File: src/hdl/fps_pkg.sv
// ----------------------------------------------------------------------------
// fps_pkg
// Shared types and constants for the frame pacing scheduler.
// ----------------------------------------------------------------------------
`timescale 1ns / 1ps
`default_nettype none

package fps_pkg;

    localparam int NUM_SPEEDS  = 5;
    localparam int THR_W       = 16;
    localparam int TIME_W      = 32;
    localparam int CFG_IDX_W   = 3;
    localparam int DIV_STEPS   = TIME_W;
    localparam int DIV_CNT_W   = $clog2(DIV_STEPS);

    localparam logic [2:0] MAX_SPEED = 3'd4;

    localparam logic [THR_W-1:0] THR_RESET [NUM_SPEEDS] = '{
        16'h0032, 16'h0064, 16'h0096, 16'h00fa, 16'h01f4
    };

    typedef enum logic [1:0] {
        OUT_DELAYED   = 2'd0,
        OUT_SKIPPED   = 2'd1,
        OUT_NO_DEVICE = 2'd2,
        OUT_TICKED    = 2'd3
    } t_outcome;

    typedef enum logic [1:0] {
        MODE_RUNNING = 2'd0,
        MODE_PAUSED  = 2'd1,
        MODE_RESUMED = 2'd2,
        MODE_OTHER   = 2'd3
    } t_run_mode;

    // controller to datapath
    typedef struct packed {
        logic load;
        logic eval;
        logic cmp;
        logic step;
        logic commit;
    } t_cmd;

    // datapath to controller
    typedef struct packed {
        logic delayed;
        logic out_free;
    } t_sts;

endpackage

`default_nettype wire

File: src/hdl/fps_ctrl.sv
// ----------------------------------------------------------------------------
// fps_ctrl
// Sequencer: accept, elapsed time, compare, remainder loop, result write.
// ----------------------------------------------------------------------------
`timescale 1ns / 1ps
`default_nettype none

module fps_ctrl (
    input  wire logic          i_clk,
    input  wire logic          i_rst_n,
    input  wire logic          i_in_valid,
    output logic               o_in_ready,
    input  wire fps_pkg::t_sts i_sts,
    output fps_pkg::t_cmd      o_cmd
);
    import fps_pkg::*;

    typedef enum logic [2:0] {
        S_IDLE,
        S_EVAL,
        S_CMP,
        S_DIV,
        S_OUT
    } t_state;

    t_state               r_state;
    logic [DIV_CNT_W-1:0] r_cnt;

    always_ff @(posedge i_clk) begin
        if (!i_rst_n) begin
            r_state <= S_IDLE;
            r_cnt   <= '0;
        end else begin
            unique case (r_state)
                S_IDLE: begin
                    if (i_in_valid) begin
                        r_state <= S_EVAL;
                    end
                end
                S_EVAL: begin
                    r_state <= S_CMP;
                end
                S_CMP: begin
                    r_cnt <= DIV_CNT_W'(DIV_STEPS - 1);
                    if (i_sts.delayed) begin
                        r_state <= S_OUT;
                    end else begin
                        r_state <= S_DIV;
                    end
                end
                S_DIV: begin
                    r_cnt <= r_cnt - 1'b1;
                    if (r_cnt == '0) begin
                        r_state <= S_OUT;
                    end
                end
                S_OUT: begin
                    if (i_sts.out_free) begin
                        r_state <= S_IDLE;
                    end
                end
                default: begin
                    r_state <= S_IDLE;
                end
            endcase
        end
    end

    // no item is taken while reset is held
    assign o_in_ready   = (r_state == S_IDLE) && i_rst_n;
    assign o_cmd.load   = (r_state == S_IDLE) && i_rst_n && i_in_valid;
    assign o_cmd.eval   = (r_state == S_EVAL);
    assign o_cmd.cmp    = (r_state == S_CMP);
    assign o_cmd.step   = (r_state == S_DIV);
    assign o_cmd.commit = (r_state == S_OUT) && i_sts.out_free;

endmodule

`default_nettype wire

File: src/hdl/fps_dp.sv
// ----------------------------------------------------------------------------
// fps_dp
// Datapath: thresholds, pacing state, elapsed time, bit-serial remainder,
// result register.
// ----------------------------------------------------------------------------
`timescale 1ns / 1ps
`default_nettype none

module fps_dp (
    input  wire logic                                i_clk,
    input  wire logic                                i_rst_n,
    input  wire fps_pkg::t_cmd                       i_cmd,
    output fps_pkg::t_sts                            o_sts,
    input  wire logic                                i_cfg_wr_en,
    input  wire logic [fps_pkg::CFG_IDX_W-1:0]       i_cfg_index,
    input  wire logic [fps_pkg::THR_W-1:0]           i_cfg_data,
    input  wire logic [fps_pkg::TIME_W-1:0]          i_now_time,
    input  wire logic                                i_device_present,
    input  wire logic [2:0]                          i_speed_select,
    input  wire logic                                i_mode_load,
    input  wire logic [1:0]                          i_mode_value,
    output logic                                     o_out_valid,
    input  wire logic                                i_out_ready,
    output logic [1:0]                               o_outcome,
    output logic [2:0]                               o_sleep_time,
    output logic                                     o_poll_input,
    output logic [2:0]                               o_sim_steps,
    output logic                                     o_render_now,
    output logic [fps_pkg::TIME_W-1:0]               o_frames_done
);
    import fps_pkg::*;

    logic [THR_W-1:0]  r_thr [NUM_SPEEDS];
    logic [TIME_W-1:0] r_prev;
    logic [THR_W-1:0]  r_left;
    logic [TIME_W-1:0] r_frames;
    t_run_mode         r_mode;

    logic [TIME_W-1:0] r_now;
    logic              r_dev;
    logic [2:0]        r_speed;
    logic [TIME_W-1:0] r_elapsed;
    logic [THR_W-1:0]  r_sel_thr;
    logic              r_delayed;
    logic              r_poll;
    logic [2:0]        r_sleep;
    logic [THR_W-1:0]  r_rem;
    logic [TIME_W-1:0] r_dvd;

    logic              r_out_valid;
    t_outcome          r_outcome;
    logic [2:0]        r_o_sleep;
    logic              r_o_poll;
    logic [2:0]        r_o_steps;
    logic              r_o_render;
    logic [TIME_W-1:0] r_o_frames;

    logic [TIME_W-1:0]        now3, prev3, n_elapsed;
    logic signed [TIME_W+1:0] diff;
    logic                     n_delayed, n_poll;
    logic [2:0]               n_sleep;
    logic [THR_W:0]           div_t;
    logic [THR_W-1:0]         n_rem;
    logic [2:0]               speed_sat;
    logic [4:0]               rem_small;

    logic                     run_ok;
    t_outcome                 n_outcome;
    logic [2:0]               n_steps;
    logic                     n_render;
    logic [TIME_W-1:0]        n_frames;
    t_run_mode                n_mode;

    assign speed_sat = (i_speed_select > MAX_SPEED) ? MAX_SPEED : i_speed_select;

    assign now3      = {r_now[TIME_W-2:0], 1'b0} + r_now;
    assign prev3     = {r_prev[TIME_W-2:0], 1'b0} + r_prev;
    assign n_elapsed = now3 - prev3 + {{(TIME_W-THR_W){1'b0}}, r_left};

    // threshold minus elapsed, full precision
    assign diff = $signed({{(TIME_W+2-THR_W){1'b0}}, r_sel_thr})
                - $signed({{2{r_elapsed[TIME_W-1]}}, r_elapsed});
    assign n_delayed = (diff > 0);
    assign n_poll    = ($signed({{(TIME_W+1-THR_W){1'b0}}, r_thr[0]})
                        <= $signed({r_elapsed[TIME_W-1], r_elapsed}));
    assign rem_small = diff[4:0] - 5'd10;

    always_comb begin
        n_sleep = 3'd0;
        if (diff > 20) begin
            n_sleep = 3'd5;
        end else if (diff > 10) begin
            unique case (rem_small)
                5'd1, 5'd2:         n_sleep = 3'd1;
                5'd3, 5'd4, 5'd5:   n_sleep = 3'd2;
                5'd6, 5'd7, 5'd8:   n_sleep = 3'd3;
                default:            n_sleep = 3'd4;
            endcase
        end
    end

    // one dividend bit shifted into the remainder per step
    assign div_t = {r_rem, r_dvd[TIME_W-1]};
    assign n_rem = (div_t >= {1'b0, r_sel_thr}) ? THR_W'(div_t - {1'b0, r_sel_thr})
                                                : div_t[THR_W-1:0];

    assign run_ok = (r_mode == MODE_RUNNING) || (r_mode == MODE_RESUMED);

    always_comb begin
        n_outcome = OUT_DELAYED;
        n_steps   = 3'd0;
        n_render  = 1'b0;
        n_frames  = r_frames;
        n_mode    = r_mode;
        if (!r_delayed) begin
            if (!run_ok) begin
                n_outcome = OUT_SKIPPED;
            end else begin
                n_steps = r_speed + 3'd1;
                if (!r_dev) begin
                    n_outcome = OUT_NO_DEVICE;
                end else begin
                    n_outcome = OUT_TICKED;
                    n_render  = 1'b1;
                    n_frames  = r_frames + 1'b1;
                    if (r_mode == MODE_RESUMED) begin
                        n_mode = MODE_PAUSED;
                    end
                end
            end
        end
    end

    always_ff @(posedge i_clk) begin
        if (!i_rst_n) begin
            r_thr       <= THR_RESET;
            r_prev      <= '0;
            r_left      <= '0;
            r_frames    <= '0;
            r_mode      <= MODE_RUNNING;
            r_out_valid <= 1'b0;
        end else begin
            if (i_cfg_wr_en && (i_cfg_index < CFG_IDX_W'(NUM_SPEEDS))) begin
                r_thr[i_cfg_index] <= i_cfg_data;
            end
            if (i_cmd.load && i_mode_load) begin
                r_mode <= t_run_mode'(i_mode_value);
            end
            if (i_cmd.commit) begin
                r_out_valid <= 1'b1;
                r_frames    <= n_frames;
                r_mode      <= n_mode;
                if (!r_delayed) begin
                    r_prev <= r_now;
                    r_left <= (r_sel_thr == '0) ? '0 : r_rem;
                end
            end else if (i_out_ready) begin
                r_out_valid <= 1'b0;
            end
        end
    end

    always_ff @(posedge i_clk) begin
        if (i_cmd.load) begin
            r_now   <= i_now_time;
            r_dev   <= i_device_present;
            r_speed <= speed_sat;
        end
        if (i_cmd.eval) begin
            r_elapsed <= n_elapsed;
            r_sel_thr <= r_thr[r_speed];
        end
        if (i_cmd.cmp) begin
            r_delayed <= n_delayed;
            r_poll    <= n_poll;
            r_sleep   <= n_delayed ? n_sleep : 3'd0;
            r_dvd     <= r_elapsed;
            r_rem     <= '0;
        end
        if (i_cmd.step) begin
            r_rem <= n_rem;
            r_dvd <= {r_dvd[TIME_W-2:0], 1'b0};
        end
        if (i_cmd.commit) begin
            r_outcome  <= n_outcome;
            r_o_sleep  <= r_sleep;
            r_o_poll   <= r_poll;
            r_o_steps  <= n_steps;
            r_o_render <= n_render;
            r_o_frames <= n_frames;
        end
    end

    assign o_sts.delayed  = n_delayed;
    assign o_sts.out_free = !r_out_valid || i_out_ready;

    assign o_out_valid   = r_out_valid;
    assign o_outcome     = r_outcome;
    assign o_sleep_time  = r_o_sleep;
    assign o_poll_input  = r_o_poll;
    assign o_sim_steps   = r_o_steps;
    assign o_render_now  = r_o_render;
    assign o_frames_done = r_o_frames;

endmodule

`default_nettype wire

File: src/hdl/frame_pacing_scheduler.sv
// ----------------------------------------------------------------------------
// frame_pacing_scheduler
// Decides per clock sample whether a tick is due, how long to sleep, and
// whether to simulate and render.
//
// Input channel: i_in_valid / o_in_ready with the time sample, device flag,
// speed index and optional run-mode load. Result channel: o_out_valid /
// i_out_ready with outcome, sleep, poll, simulation steps, render flag and
// frame count. Threshold registers 0..4 are written through i_cfg_wr_en,
// i_cfg_index and i_cfg_data; other indexes are ignored.
// One item at a time. A delayed item goes from accept to result without the
// remainder; any other item first runs the 32-step bit-serial remainder of the
// elapsed time by the selected threshold. The result sits in an output
// register, so a new item is accepted as soon as the previous result is
// written, even while it waits to be taken. If the receiver stalls with a
// result still held, the next result waits inside the block and no further
// item is accepted until it is written.
// Synchronous reset restores the default thresholds, clears time, remainder,
// frame count and run mode, and drops any pending result.
// ----------------------------------------------------------------------------
`timescale 1ns / 1ps
`default_nettype none

module frame_pacing_scheduler (
    input  wire logic                          i_clk,
    input  wire logic                          i_rst_n,
    input  wire logic                          i_cfg_wr_en,
    input  wire logic [fps_pkg::CFG_IDX_W-1:0] i_cfg_index,
    input  wire logic [fps_pkg::THR_W-1:0]     i_cfg_data,
    input  wire logic                          i_in_valid,
    output logic                               o_in_ready,
    input  wire logic [fps_pkg::TIME_W-1:0]    i_now_time,
    input  wire logic                          i_device_present,
    input  wire logic [2:0]                    i_speed_select,
    input  wire logic                          i_mode_load,
    input  wire logic [1:0]                    i_mode_value,
    output logic                               o_out_valid,
    input  wire logic                          i_out_ready,
    output logic [1:0]                         o_outcome,
    output logic [2:0]                         o_sleep_time,
    output logic                               o_poll_input,
    output logic [2:0]                         o_sim_steps,
    output logic                               o_render_now,
    output logic [fps_pkg::TIME_W-1:0]         o_frames_done
);
    import fps_pkg::*;

    t_cmd cmd;
    t_sts sts;

    fps_ctrl u_ctrl (
        .i_clk      (i_clk),
        .i_rst_n    (i_rst_n),
        .i_in_valid (i_in_valid),
        .o_in_ready (o_in_ready),
        .i_sts      (sts),
        .o_cmd      (cmd)
    );

    fps_dp u_dp (
        .i_clk            (i_clk),
        .i_rst_n          (i_rst_n),
        .i_cmd            (cmd),
        .o_sts            (sts),
        .i_cfg_wr_en      (i_cfg_wr_en),
        .i_cfg_index      (i_cfg_index),
        .i_cfg_data       (i_cfg_data),
        .i_now_time       (i_now_time),
        .i_device_present (i_device_present),
        .i_speed_select   (i_speed_select),
        .i_mode_load      (i_mode_load),
        .i_mode_value     (i_mode_value),
        .o_out_valid      (o_out_valid),
        .i_out_ready      (i_out_ready),
        .o_outcome        (o_outcome),
        .o_sleep_time     (o_sleep_time),
        .o_poll_input     (o_poll_input),
        .o_sim_steps      (o_sim_steps),
        .o_render_now     (o_render_now),
        .o_frames_done    (o_frames_done)
    );

endmodule

`default_nettype wire

File: config.mk
export PLATFORM = sky130hd
export DESIGN_NAME = frame_pacing_scheduler
export DESIGN_NICKNAME = d
export VERILOG_FILES = /design/src/hdl/fps_pkg.sv /design/src/hdl/fps_ctrl.sv /design/src/hdl/fps_dp.sv /design/src/hdl/frame_pacing_scheduler.sv
export SDC_FILE = /design/constraint.sdc
export NUM_CORES = 1
export LEC_CHECK = 0
export BUFFER_PORTS_ARGS = -buffer_cell sky130_fd_sc_hd__buf_2
export CAP_MARGIN = 20
export CORE_MARGIN = 2
export CORE_UTILIZATION = 56
export CTS_BUF_LIST = sky130_fd_sc_hd__clkbuf_8 sky130_fd_sc_hd__clkbuf_16
export DETAILED_ROUTE_END_ITERATION = 10
export PLACE_DENSITY_LB_ADDON = 0.3
export SYNTH_ARGS = -nofsm -noshare
export SYNTH_HDL_FRONTEND = slang
export SYNTH_SLANG_ARGS = --single-unit
File: constraint.sdc
create_clock -name i_clk -period 8.07 [get_ports i_clk]
set_input_delay 0.4035 -clock i_clk [delete_from_list [all_inputs] [get_ports i_clk]]
set_output_delay 0.4035 -clock i_clk [all_outputs]
set_load 0.02 [all_outputs]
After elaboration in Yosys (flattened, before gate mapping):

Memory sizes are Yosys's and may differ from the RTL's.
Index checks and enable logic that the tools add are counted.

* add/subtract/negate cells: 10
* $lt $le $gt $ge: 10
* eq/ne operators: 12
* muxes and demuxes: 35
* bitwise gates (word level): 6
* reductions and logical operators: 21

Operators by type and width (count)
* 2-to-1 mux 32 bit: 5
* 2-to-1 mux 16 bit: 7
* bitwise mux 80 bit: 1
* adder 32 bit: 2
* binary-select mux 16 bit (select 3 bit): 1
* demux 16 bit (select 3 bit): 1
* greater-than comparator 34 x 1 -> 1 bit (second input constant): 1
* greater-than comparator 34 x 5 -> 1 bit (second input constant): 1
* greater-than comparator 34 x 6 -> 1 bit (second input constant): 1
* subtractor 17 x 32 -> 33 bit: 1
* adder 32 x 1 -> 32 bit (second input constant): 1
* adder 32 x 16 -> 32 bit: 1
* <= comparator 17 x 32 -> 1 bit: 1
* subtractor 32 bit: 1
* 2-to-1 mux 3 bit: 7
* greater-or-equal comparator 17 x 16 -> 1 bit: 1
* logical NOT 16 bit: 1
* subtractor 16 bit: 1
* case mux 3 bit (5 select lines): 1
* 2-to-1 mux 2 bit: 6
* != test 2 x 1 -> 1 bit (second input constant): 5
* case mux 5 bit (2 select lines): 1
* greater-or-equal comparator 4 bit (second input constant): 2
* NOT 3 -> 4 bit: 2
* other kinds (25): 42

* register bits: 350
* memory bits (read-only): 48
* input port bits: 63
* output and inout port bits: 44
* memories kept: 1

Memory list
* (name not given): words 16, width 3, rd ports 1, clocked after Yosys merged registers in 0, wr ports 0, line fps_dp.sv:93 `unique case (rem_small)`

Depth between registers and ports, before layout:

Gate-level depths: netlist of the first run.

* depth after elaboration: 6
* depth in mapped cells: 19
* gate-level depth less buffers: 19

Cells and area by module:

From an unflattened synthesis of the first run, not the netlist that was laid out.

* cell total of the unflattened synthesis: 2027
* area, all modules: 20109.3 um^2

By module, submodules not included
* fps_dp: times used 1, cells each 1972, area each 19658.9 um^2
* fps_ctrl: times used 1, cells each 55, area each 450.4 um^2

Worst setup path after synthesis of the first run:

OpenSTA, ideal clock, no wires.

* kind: reg-to-reg
* from: register u_ctrl.r_state[0]
* to: register u_dp.r_elapsed[0], enable pin
* arrival time: 4.155 ns
* required time: 7.545 ns
* path slack: 3.390 ns
* stages on the path, launching flop included: 3
* path buffers: 1
* cells stage by stage: dfxtp_1 -> clkbuf_1 -> nor3b_1

* longest elaborated chain between the ends: 1

RTL lines
* from (decl): line fps_ctrl.sv:26 `t_state r_state;`
* from (signal assigned): line fps_ctrl.sv:31 `r_state <= S_IDLE;`
* from (signal assigned): line fps_ctrl.sv:37 `r_state <= S_EVAL;`
* from (signal assigned): line fps_ctrl.sv:41 `r_state <= S_CMP;`
* equality test 3 x 1 -> 1 bit: line fps_ctrl.sv:72 `assign o_cmd.eval = (r_state == S_EVAL);`
* to (signal assigned): line fps_dp.sv:170 `r_elapsed <= n_elapsed;`
* to (decl): line fps_dp.sv:42 `logic [TIME_W-1:0] r_elapsed;`

Every way passes these cells.
A chain may end at the register's enable or synchronous reset.

Worst setup path in the final report of the first run:

* from: register u_dp.r_now[1]
* to: register u_dp.r_elapsed[24] (data pin)

* longest elaborated chain between the ends: 3

RTL lines
* from (decl): line fps_dp.sv:39 `logic [TIME_W-1:0] r_now;`
* from (signal assigned): line fps_dp.sv:165 `r_now <= i_now_time;`
* adder 32 bit: line fps_dp.sv:76 `assign now3 = {r_now[TIME_W-2:0], 1'b0} + r_now;`
* subtractor 32 bit: line fps_dp.sv:78 `assign n_elapsed = now3 - prev3 + {{(TIME_W-THR_W){1'b0}}, r_left};`
* adder 32 x 16 -> 32 bit: line fps_dp.sv:78
* via u_dp.n_elapsed[24]: line fps_dp.sv:58 `logic [TIME_W-1:0] now3, prev3, n_elapsed;`

The timed path passes the listed nets, and every way through them passes these cells.

==> run_results.csv, run 1 <==
group,metric,value,unit
global_routing,grt_pass1_wl,71900,um
pwr,p_per_area,222,mW/mm^2
pwr,switchingPower,1.47,mW
setup_path,cp.arrival,5.45,ns
timing,fin_ws,2.91,ns
pwr,p_clk_frac,0.358,
global_routing,grt_pass1_vias,14200,
cts,cts_setup_buffers,0,
drt,ant_nets,0,
placement,placed_cells,2490,
setup_path,rrSetupSlack,2.91,ns
timing,finalSetupTns,0,ns
drt,drc,0,
final_layout,layout_common_cells,"333 x nand2_1, 178 x edfxtp_1, 171 x dfxtp_1",
placement,post-dp-hpwl,31500,um
timing,setup_viol_count_final,0,
global_routing,grt_max_degree,127,
die,die_y,193,um
final_layout,fin_cells,2583,
cts,cts_buffers,39,
logic_synthesis,yosys.area.top_type_share,0.268,
logic_synthesis,yosys.cell_types.count,72,
placement,io_buffer_count,106,
die,initial_utilization,0.564,
cts,clk_pin_slew,0.06,ns
drt,num_vias,14700,
die,rows,69,
drt,drt-initial-drc-count,977,
cts,h-tree-depth,2,
placement,dpl_worst_slack,2.98,ns
run_status,status,"complete, no violations",
timing,fmax,194,MHz
global_routing,grt_usage,0.243,
pwr,power.internal,3.51,mW
pwr,power_frac_seq,0.419,
final_layout,final_common_cell,"nand2_1",
setup_path,crit_required,8.37,ns
pwr,power,4.98,mW
final_layout,fin_area,0.0224,mm^2
drt,firstDrtPassIters,6,
hold_path,hold_path_class,"in -> reg",
logic_synthesis,yosysTopAreaCell,"edfxtp_1",
cts,clock-sinks,350,
logic_synthesis,async_flop_share,0,
logic_synthesis,syn_nets,2221,
setup_path,crit_type,"reg -> reg",
die,io_pins,107,
drt,routed_wl,44400,um
die,die_area,0.0371,mm^2
pwr,swShare,0.295,
setup_path,crit_fanout,3,
timing,rsz0062_at_grt,"false",
logic_synthesis,ys.flop_type,"edfxtp_1",
final_layout,areaGrowthSynthToFinish,12.7,%
placement,gp_congestion,0.902,
timing,slew_violations,0,
final_layout,final_nets,2332,
die,core_region_area,0.0353,mm^2
cts,cts-root-buf,"clkbuf_16",
final_layout,drive_gt1_frac,0.105,
logic_synthesis,avgSynthCellArea,10.1,um^2
cts,cts_tree,"yes",
global_routing,grt.overflow.total,0,
logic_synthesis,synth_warnings,0,
placement,placed_cell_area,0.0209,mm^2
cts,cts_resized,0,
pwr,leakagePower,8.57,nW
logic_synthesis,synth_area,0.0199,mm^2
setup_path,start_kind,"flop",
logic_synthesis,synth_edf_count,178,
cts,cts_buffer_depth,3,
timing,hold_viol_final,0,
timing,fin_crit,5.16,ns
logic_synthesis,synth-seq-area-share,0.441,
timing,tightest_slew,0.866,ns
logic_synthesis,synth_area_leaders,"edfxtp_1 27%, dfxtp_1 17%, fa_1 7.7%, ha_1 6.4%, nand2_1 6.3%",
global_routing,antenna_found_initial,0,
logic_synthesis,ys_seq_elements,350,
drt,vias_per_cell,5.68,
cts,clock_latency,0.56,ns
setup_path,worst_setup_path_end_kind,"flop",
die,fp.dieW,193,um
drt,wl_per_cell,17.2,um
flow_run,drv_cap,0,
pwr,power_frac_comb,0.223,
logic_synthesis,syn_inst,1979,
timing,fin_skew,0.0199,ns
timing,relSlewSlack,0.422,
timing,fin_crit_sh,0.639,
pwr,ir_worst_vdd,0.000188,V
critical path, stage by stage, from the launching register on:
cell      delay, ns
edfxtp_1       0.46
fa_1           0.60
fa_1           0.44
fa_1           0.49
ha_1           0.32
a211oi_1       0.23
o21bai_1       0.12
a21oi_1        0.31
o21ai_1        0.19
a41o_1         0.31
o41ai_1        0.46
o21ai_1        0.25
a31oi_1        0.30
o21bai_1       0.13
a21oi_1        0.20
xnor2_1        0.09
final cells by class:
| class | instances | area, um^2 |
|---|---|---|
| tap | 461 | 577 |
| clock buffer | 45 | 1100 |
| multi-input combinational | 1442 | 10400 |
| fill | 2770 | 12900 |
| antenna | 1 | 2.50 |
| clock inverter | 27 | 206 |
| inverter | 112 | 420 |
| sequential | 350 | 8790 |
| timing repair buffer | 145 | 901 |
sequential cells by signal (all words and copies together) (netlist names), 2 cells and up:
signal and cells:
u_dp.o_sim_steps 3, u_ctrl.r_cnt 5, u_dp.r_speed 3, u_ctrl.r_state 3, u_dp.o_sleep_time 3, u_dp.r_sleep 3
u_dp.r_rem 16, u_dp.r_sel_thr 16, u_dp.o_outcome 2, u_dp.r_left 16, u_dp.r_frames 32, u_dp.r_dvd 32
u_dp.r_thr 80, u_dp.r_mode 2, u_dp.r_elapsed 32, u_dp.r_prev 32, u_dp.r_now 32, u_dp.o_frames_done 32
cell families (layout without fill, tap and decap cells):
kind of cell	Yosys count	count (layout)	share of synthesized area
and+or+nand+nor	724	724	0.168
AOI/OAI and AO/OA	364	364	0.123
DFF	350	350	0.441
buffers and inverters	187	329	0.0352
adders and majority gates	179	179	0.141
xor gates and xnor gates	113	113	0.0497
muxes	62	62	0.0413
other	0	1	0
synthesized netlist by cell type (all sizes together) (4+ instances only):
master  count
a22oi      19
and2       30
a211oi      7
nand4      13
inv       112
nor4       14
xnor2      82
nor2b      37
xor2       31
dfxtp     172
or3        17
nand3      60
o21bai      9
and3       17
o31ai       4
a21oi      64
o21ai      72
nand2b     22
or4         8
nor2      124
fa         77
nor3b       6
a21boi    102
nand2     333
o31a        6
ha        102
a21o       23
mux4       16
clkbuf     67
buf         8
edfxtp    178
mux2i      45
or2         4
o21a       14
nor3       29
a31oi      10
metrics by stage:
stage | hold WS (ns) | util
3_3_place_gp | 0.413 | 0.592
3_5_place_dp | 0.425 | 0.592
2_1_floorplan | 0.400 | -
6_report | 0.0216 | 0.635
4_1_cts | 0.000419 | 0.634
5_1_grt | 0.00327 | 0.635
timing repair:
item	CTS	global route
hold buffers	18	0
endpoints found under the hold margin	18	0
endpoints found under the setup margin	0	0
worst paths after layout:
check | startpoint | cells after the start | to
max | u_dp.r_now[1] | 15 | u_dp.r_elapsed[24]
min | i_device_present | 1 | u_dp.r_dev
max reg2reg | u_dp.r_now[1] | 15 | u_dp.r_elapsed[24]
min reg2reg | u_dp.r_sleep[1] | 0 | u_dp.o_sleep_time[1]
power groups by stage:
stage / Clock (mW) / Combinational (mW) / Sequential [mW]
final: 1.78 / 1.11 / 2.09
after global routing: 1.89 / 1.24 / 2.10
after CTS: 1.82 / 1.10 / 2.09
after detailed placement: 0 / 1.08 / 2.12
after global placement: 0 / 1.05 / 2.12
after floorplan: 0 / 0.839 / 2.09
metal layers:
layer | GRT usage | part of all wire | vias to the layer above
met3 | 0.0407 | 0.050 | 90
met5 | 0 | 0 | -
li1 | - | - | 7111
met2 | 0.398 | 0.47 | 379
met1 | 0.328 | 0.45 | 7092
met4 | 0.0857 | 0.029 | 0
No activity file was read; power rests on OpenSTA's default activity.
==> run 2, diff against run 1 <==
- clock period: 8.07 -> 5.03 ns (I/O delays scaled with it)
==> run 2 against run 1 <==
  * Critical path depth is the same
  * Hold slack better by 0.0042 ns
  * Clock-buffer cell count shrank 3
  * Cell area grew 1.1%
  * Routed wire length up 0.31%
  * Critical path type unchanged
==> run_results.csv, run 2 (synthesis gave the netlist of run 1 again) <==
group,metric,value,unit
global_routing,grt_pass1_wl,71900,um
drt,drt-initial-drc-count,1115,
setup_path,crit_type,"reg -> reg",
hold_path,hold_path_class,"in -> reg",
timing,rsz0062_at_grt,"false",
timing,fin_ws,0.249,ns
cts,cts_buffer_depth,3,
pwr,ir_worst_vdd,0.000302,V
die,io_pins,107,
setup_path,slowest_delay,0.59,ns
placement,gp_congestion,0.893,
pwr,leakagePower,8.68,nW
timing,finalSetupTns,0,ns
final_layout,final_nets,2365,
flow_run,drv_cap,0,
setup_path,cp_num_buf_inv,1,
drt,wl_per_cell,17.0,um
drt,drc,0,
global_routing,grt_pass1_vias,14100,
global_routing,grt.overflow.total,0,
timing,relSlewSlack,0.418,
timing,tightest_slew,0.870,ns
final_layout,seq_area,0.00879,mm^2
cts,clock_latency,0.55,ns
final_layout,top_register,"u_dp.r_thr",
timing,fin_crit_sh,0.950,
die,rows,69,
timing,fmax,209,MHz
final_layout,largest_reg_flops,80,
cts,clk_pin_slew,0.06,ns
die,die_y,193,um
drt,routed_wl,44500,um
die,fp.dieW,193,um
timing,fin_crit,4.78,ns
drt,firstDrtPassIters,5,
pwr,power,7.84,mW
final_layout,n_fill_cell,2780,
die,die_area,0.0371,mm^2
setup_path,crit_required,5.31,ns
global_routing,grt_usage,0.244,
setup_path,crit_slowest_cell,"fa_1",
cts,h-tree-depth,2,
timing,fin_skew,0.0157,ns
hold_path,hold_depth,3,
setup_path,path_common_cell,"fa_1",
final_layout,areaGrowthSynthToFinish,13.9,%
die,initial_utilization,0.564,
final_layout,layout_common_cells,"333 x nand2_1, 178 x edfxtp_1, 171 x dfxtp_1",
setup_path,crit_fanout,3,
pwr,p_per_area,346,mW/mm^2
setup_path,start_kind,"flop",
final_layout,final_common_cell,"nand2_1",
global_routing,antenna_found_initial,0,
timing,slew_violations,0,
cts,cts_tree,"yes",
placement,post-dp-hpwl,31300,um
setup_path,cp.depth,15,
setup_path,worstRegToRegCells,15,
setup_path,worst_setup_path_end_kind,"flop",
drt,vias_per_cell,5.63,
final_layout,multi_input_area,0.0105,mm^2
cts,cts_buffers,38,
die,core_region_area,0.0353,mm^2
cts,clock-sinks,350,
setup_path,cp.arrival,5.06,ns
placement,io_buffer_count,106,
cts,cts-root-buf,"clkbuf_16",
cts,cts_setup_buffers,0,
setup_path,crit_family,"adder cells",
setup_path,cp_cell_sequence,"fa_1 > fa_1 > fa_1 > inv_1 > fa_1 > nor2b_1 > o31a_1 > nor3_1 > o21ai_1 > a21o_1 > nand4_1 > a31oi_2 > a21oi_1 > o41ai_2 > xor2_1",
drt,ant_nets,0,
placement,dpl_worst_slack,0.0120,ns
run_status,status,"complete, no violations",
global_routing,grt_max_degree,127,
timing,setup_viol_count_final,0,
drt,num_vias,14700,
timing,hold_viol_final,0,
final_layout,drive_gt1_frac,0.106,
final_layout,antenna_cells,0,
-- run 2: layout make-up --
class                           count  area share
Clock buffer                       42      0.0453
Clock inverter                     27     0.00711
Inverter                          112      0.0185
Multi-Input combinational cell   1442       0.461
Sequential cell                   350       0.387
Tap cell                          461      0.0254
Timing Repair Buffer              179      0.0548
-- run 2: worst paths after layout --
path / end / start / slack (ns)
worst max-delay path: u_dp.r_elapsed[25] / u_dp.r_now[1] / 0.25
worst min-delay path: u_dp.r_mode[0] / i_mode_value[0] / 0.03
worst max register to register: u_dp.r_elapsed[25] / u_dp.r_now[1] / 0.25
worst min register to register: u_dp.o_sleep_time[0] / u_dp.r_sleep[0] / 0.42
-- run 2: repair_timing --
action	in CTS	in global routing
hold buffers	52	0
endpoints found under the hold margin	104	0
resized for setup	1	5
setup endpoints to repair	1	5
-- run 2: power by group --
group	internal (mW)	switching [mW]
sequential	3.21	0.134
combinational	0.773	1.05
clock	1.52	1.15
-- run 2: routing by layer --
metal | global-route usage | vias to the layer above | wire (um)
li1 | - | 7178 | -
met5 | 0 | - | 0
met1 | 0.328 | 7071 | 19800
met2 | 0.407 | 385 | 21500
met4 | 0.0916 | 0 | 1270
met3 | 0.0284 | 72 | 1970
-- run 2: worst reg2reg max path, stage by stage (launching register included) --
cell      delay [ns]
edfxtp_1        0.46
fa_1            0.59
fa_1            0.44
fa_1            0.55
inv_1           0.07
fa_1            0.47
nor2b_1         0.17
o31a_1          0.18
nor3_1          0.07
o21ai_1         0.26
a21o_1          0.18
nand4_1         0.15
a31oi_2         0.27
a21oi_1         0.22
o41ai_2         0.32
xor2_1          0.11
-- run 2: through the flow --
step                cells   util  hold WS, ns  cell area [um^2]
CTS                  2611  0.641      0.00430             22600
global route         2613  0.643       0.0449             22700
global placement     2490  0.592        0.410             20900
finish               2613  0.643       0.0258             22700
detailed placement   2490  0.592        0.414             20900
floorplan            1979      -        0.350             19900
==> run 3, diff against run 2 <==
- RECOVER_POWER: default -> 100
- SLEW_MARGIN: default -> 20
==> run 3 against run 2 <==
  * The flow now finishes with violations (max-capacitance violations, max-slew violations)
  * Sequential share of layout area increased by 0.28 points
  * Clock power is essentially flat
  * Register-to-register slack barely moved
  * Cell count barely moved
  * Flip-flop and latch count did not move
  * Clock-buffer cell count stayed put
  * Fmax rose by 0.21%
  * Total power barely moved
  * Global-route usage did not move
  * Worst setup slack improved by 0.0099 ns
  * Combinational power is essentially flat
  * Die area unchanged
  * Largest cell class unchanged
==> run_results.csv, run 3 (synthesis gave the netlist of run 1 again) <==
group,metric,value,unit
run_status,status,"complete, but fails checks",
run_status,violations,"max-capacitance violations, max-slew violations",
timing,rsz0062_at_grt,"false",
die,rows,69,
final_layout,multi_input_area,0.0104,mm^2
timing,fin_crit,4.77,ns
timing,tightest_slew,3.08,ns
drt,drt-initial-drc-count,1123,
timing,finalSetupTns,0,ns
global_routing,grt.overflow.total,0,
pwr,ir_worst_vdd,0.000258,V
timing,fin_hold_ws,0.0281,ns
placement,dpl_worst_slack,0.0120,ns
final_layout,layout_common_cells,"333 x nand2_1, 178 x edfxtp_1, 172 x dfxtp_1",
setup_path,crit_type,"reg -> reg",
setup_path,cp.arrival,5.05,ns
setup_path,start_kind,"flop",
timing,setup_viol_count_final,0,
timing,relSlewSlack,-1.05,
global_routing,grt_pass1_wl,71900,um
setup_path,crit_required,5.31,ns
final_layout,final_common_cell,"nand2_1",
global_routing,grt_pass1_vias,14100,
cts,h-tree-depth,2,
final_layout,top_register,"u_dp.r_thr",
drt,firstDrtPassIters,5,
timing,slew_violations,418,
drt,wl_per_cell,17.1,um
final_layout,seq_area,0.00879,mm^2
timing,hold_viol_final,0,
timing,fin_crit_sh,0.949,
setup_path,crit_fanout,3,
global_routing,grt_usage,0.244,
cts,cts_tree,"yes",
placement,post-dp-hpwl,31300,um
cts,clk_pin_slew,0.06,ns
pwr,p_per_area,348,mW/mm^2
cts,clock-sinks,350,
die,die_area,0.0371,mm^2
cts,cts_buffers,38,
global_routing,grt_max_degree,127,
flow_run,drv_cap,9,
cts,cts-root-buf,"clkbuf_16",
timing,fin_skew,0.0157,ns
final_layout,n_fill_cell,2831,
timing,fin_ws,0.259,ns
global_routing,antenna_found_initial,0,
final_layout,final_nets,2364,
pwr,leakagePower,8.44,nW
drt,num_vias,14700,
cts,clock_latency,0.55,ns
die,die_y,193,um
die,initial_utilization,0.564,
final_layout,antenna_cells,0,
setup_path,worst_setup_path_end_kind,"flop",
cts,cts_buffer_depth,3,
drt,vias_per_cell,5.65,
final_layout,largest_reg_flops,80,
final_layout,areaGrowthSynthToFinish,13.1,%
drt,ant_nets,0,
die,core_region_area,0.0353,mm^2
cts,cts_setup_buffers,0,
hold_path,hold_path_class,"in -> reg",
drt,routed_wl,44600,um
die,fp.dieW,193,um
timing,fmax,210,MHz
final_layout,drive_gt1_frac,0.0748,
pwr,power,7.84,mW
die,io_pins,107,
drt,drc,0,
placement,io_buffer_count,106,
placement,gp_congestion,0.893,
## run 3: final cells by class
cell class                 instances  share of cell area
inverter                         112              0.0187
sequential                       350               0.390
timing repair buffer             178              0.0489
clock buffer                      42              0.0457
tap                              461              0.0256
clock inverter                    27             0.00717
multi-input combinational       1442               0.464
## run 3: report_power, final
group	switching, mW	leakage (nW)	total, mW	internal [mW]
logic	1.05	4.73	1.81	0.765
clock network	1.15	0.612	2.68	1.53
registers	0.134	3.09	3.35	3.22
total	2.33	8.44	7.84	5.51
## run 3: routing by layer
layer,GRT usage,up-vias,wire length (um)
met5,0,-,0
met4,0.0916,0,1340
met2,0.407,378,21400
met1,0.328,7106,20000
met3,0.0284,78,1910
li1,-,7185,-
## run 3: repair_timing
item	CTS	global route
setup endpoints to repair	1	5
resized for setup	1	5
hold buffers	52	0
hold endpoints to repair	104	0
## run 3: stage by stage
| stage | cell area [um^2] | utilization | cells |
|---|---|---|---|
| after floorplan | 19900 | - | 1979 |
| after global placement | 20900 | 0.592 | 2490 |
| after detailed placement | 20900 | 0.592 | 2490 |
| after CTS | 22600 | 0.641 | 2611 |
| after global routing | 22500 | 0.638 | 2612 |
| final | 22500 | 0.638 | 2612 |
## run 3: path summary, 6_finish.rpt
check	cells past startpoint	slack [ns]	startpoint	end
max	15	0.26	u_dp.r_now[1]	u_dp.r_elapsed[25]
min	3	0.03	i_mode_value[0]	u_dp.r_mode[0]
min reg2reg	0	0.42	u_dp.r_sleep[0]	u_dp.o_sleep_time[0]
max reg2reg	15	0.26	u_dp.r_now[1]	u_dp.r_elapsed[25]
## run 3: worst max-delay path: stages (launching register included)
cell and delay, ns:
edfxtp_1 0.46, fa_1 0.59, fa_1 0.44, fa_1 0.55, inv_1 0.07, fa_1 0.47
nor2b_1 0.17, o31a_1 0.19, nor3_1 0.07, o21ai_1 0.26, a21o_1 0.18, nand4_1 0.15
a31oi_2 0.27, a21oi_1 0.22, o41ai_2 0.32, xor2_1 0.11
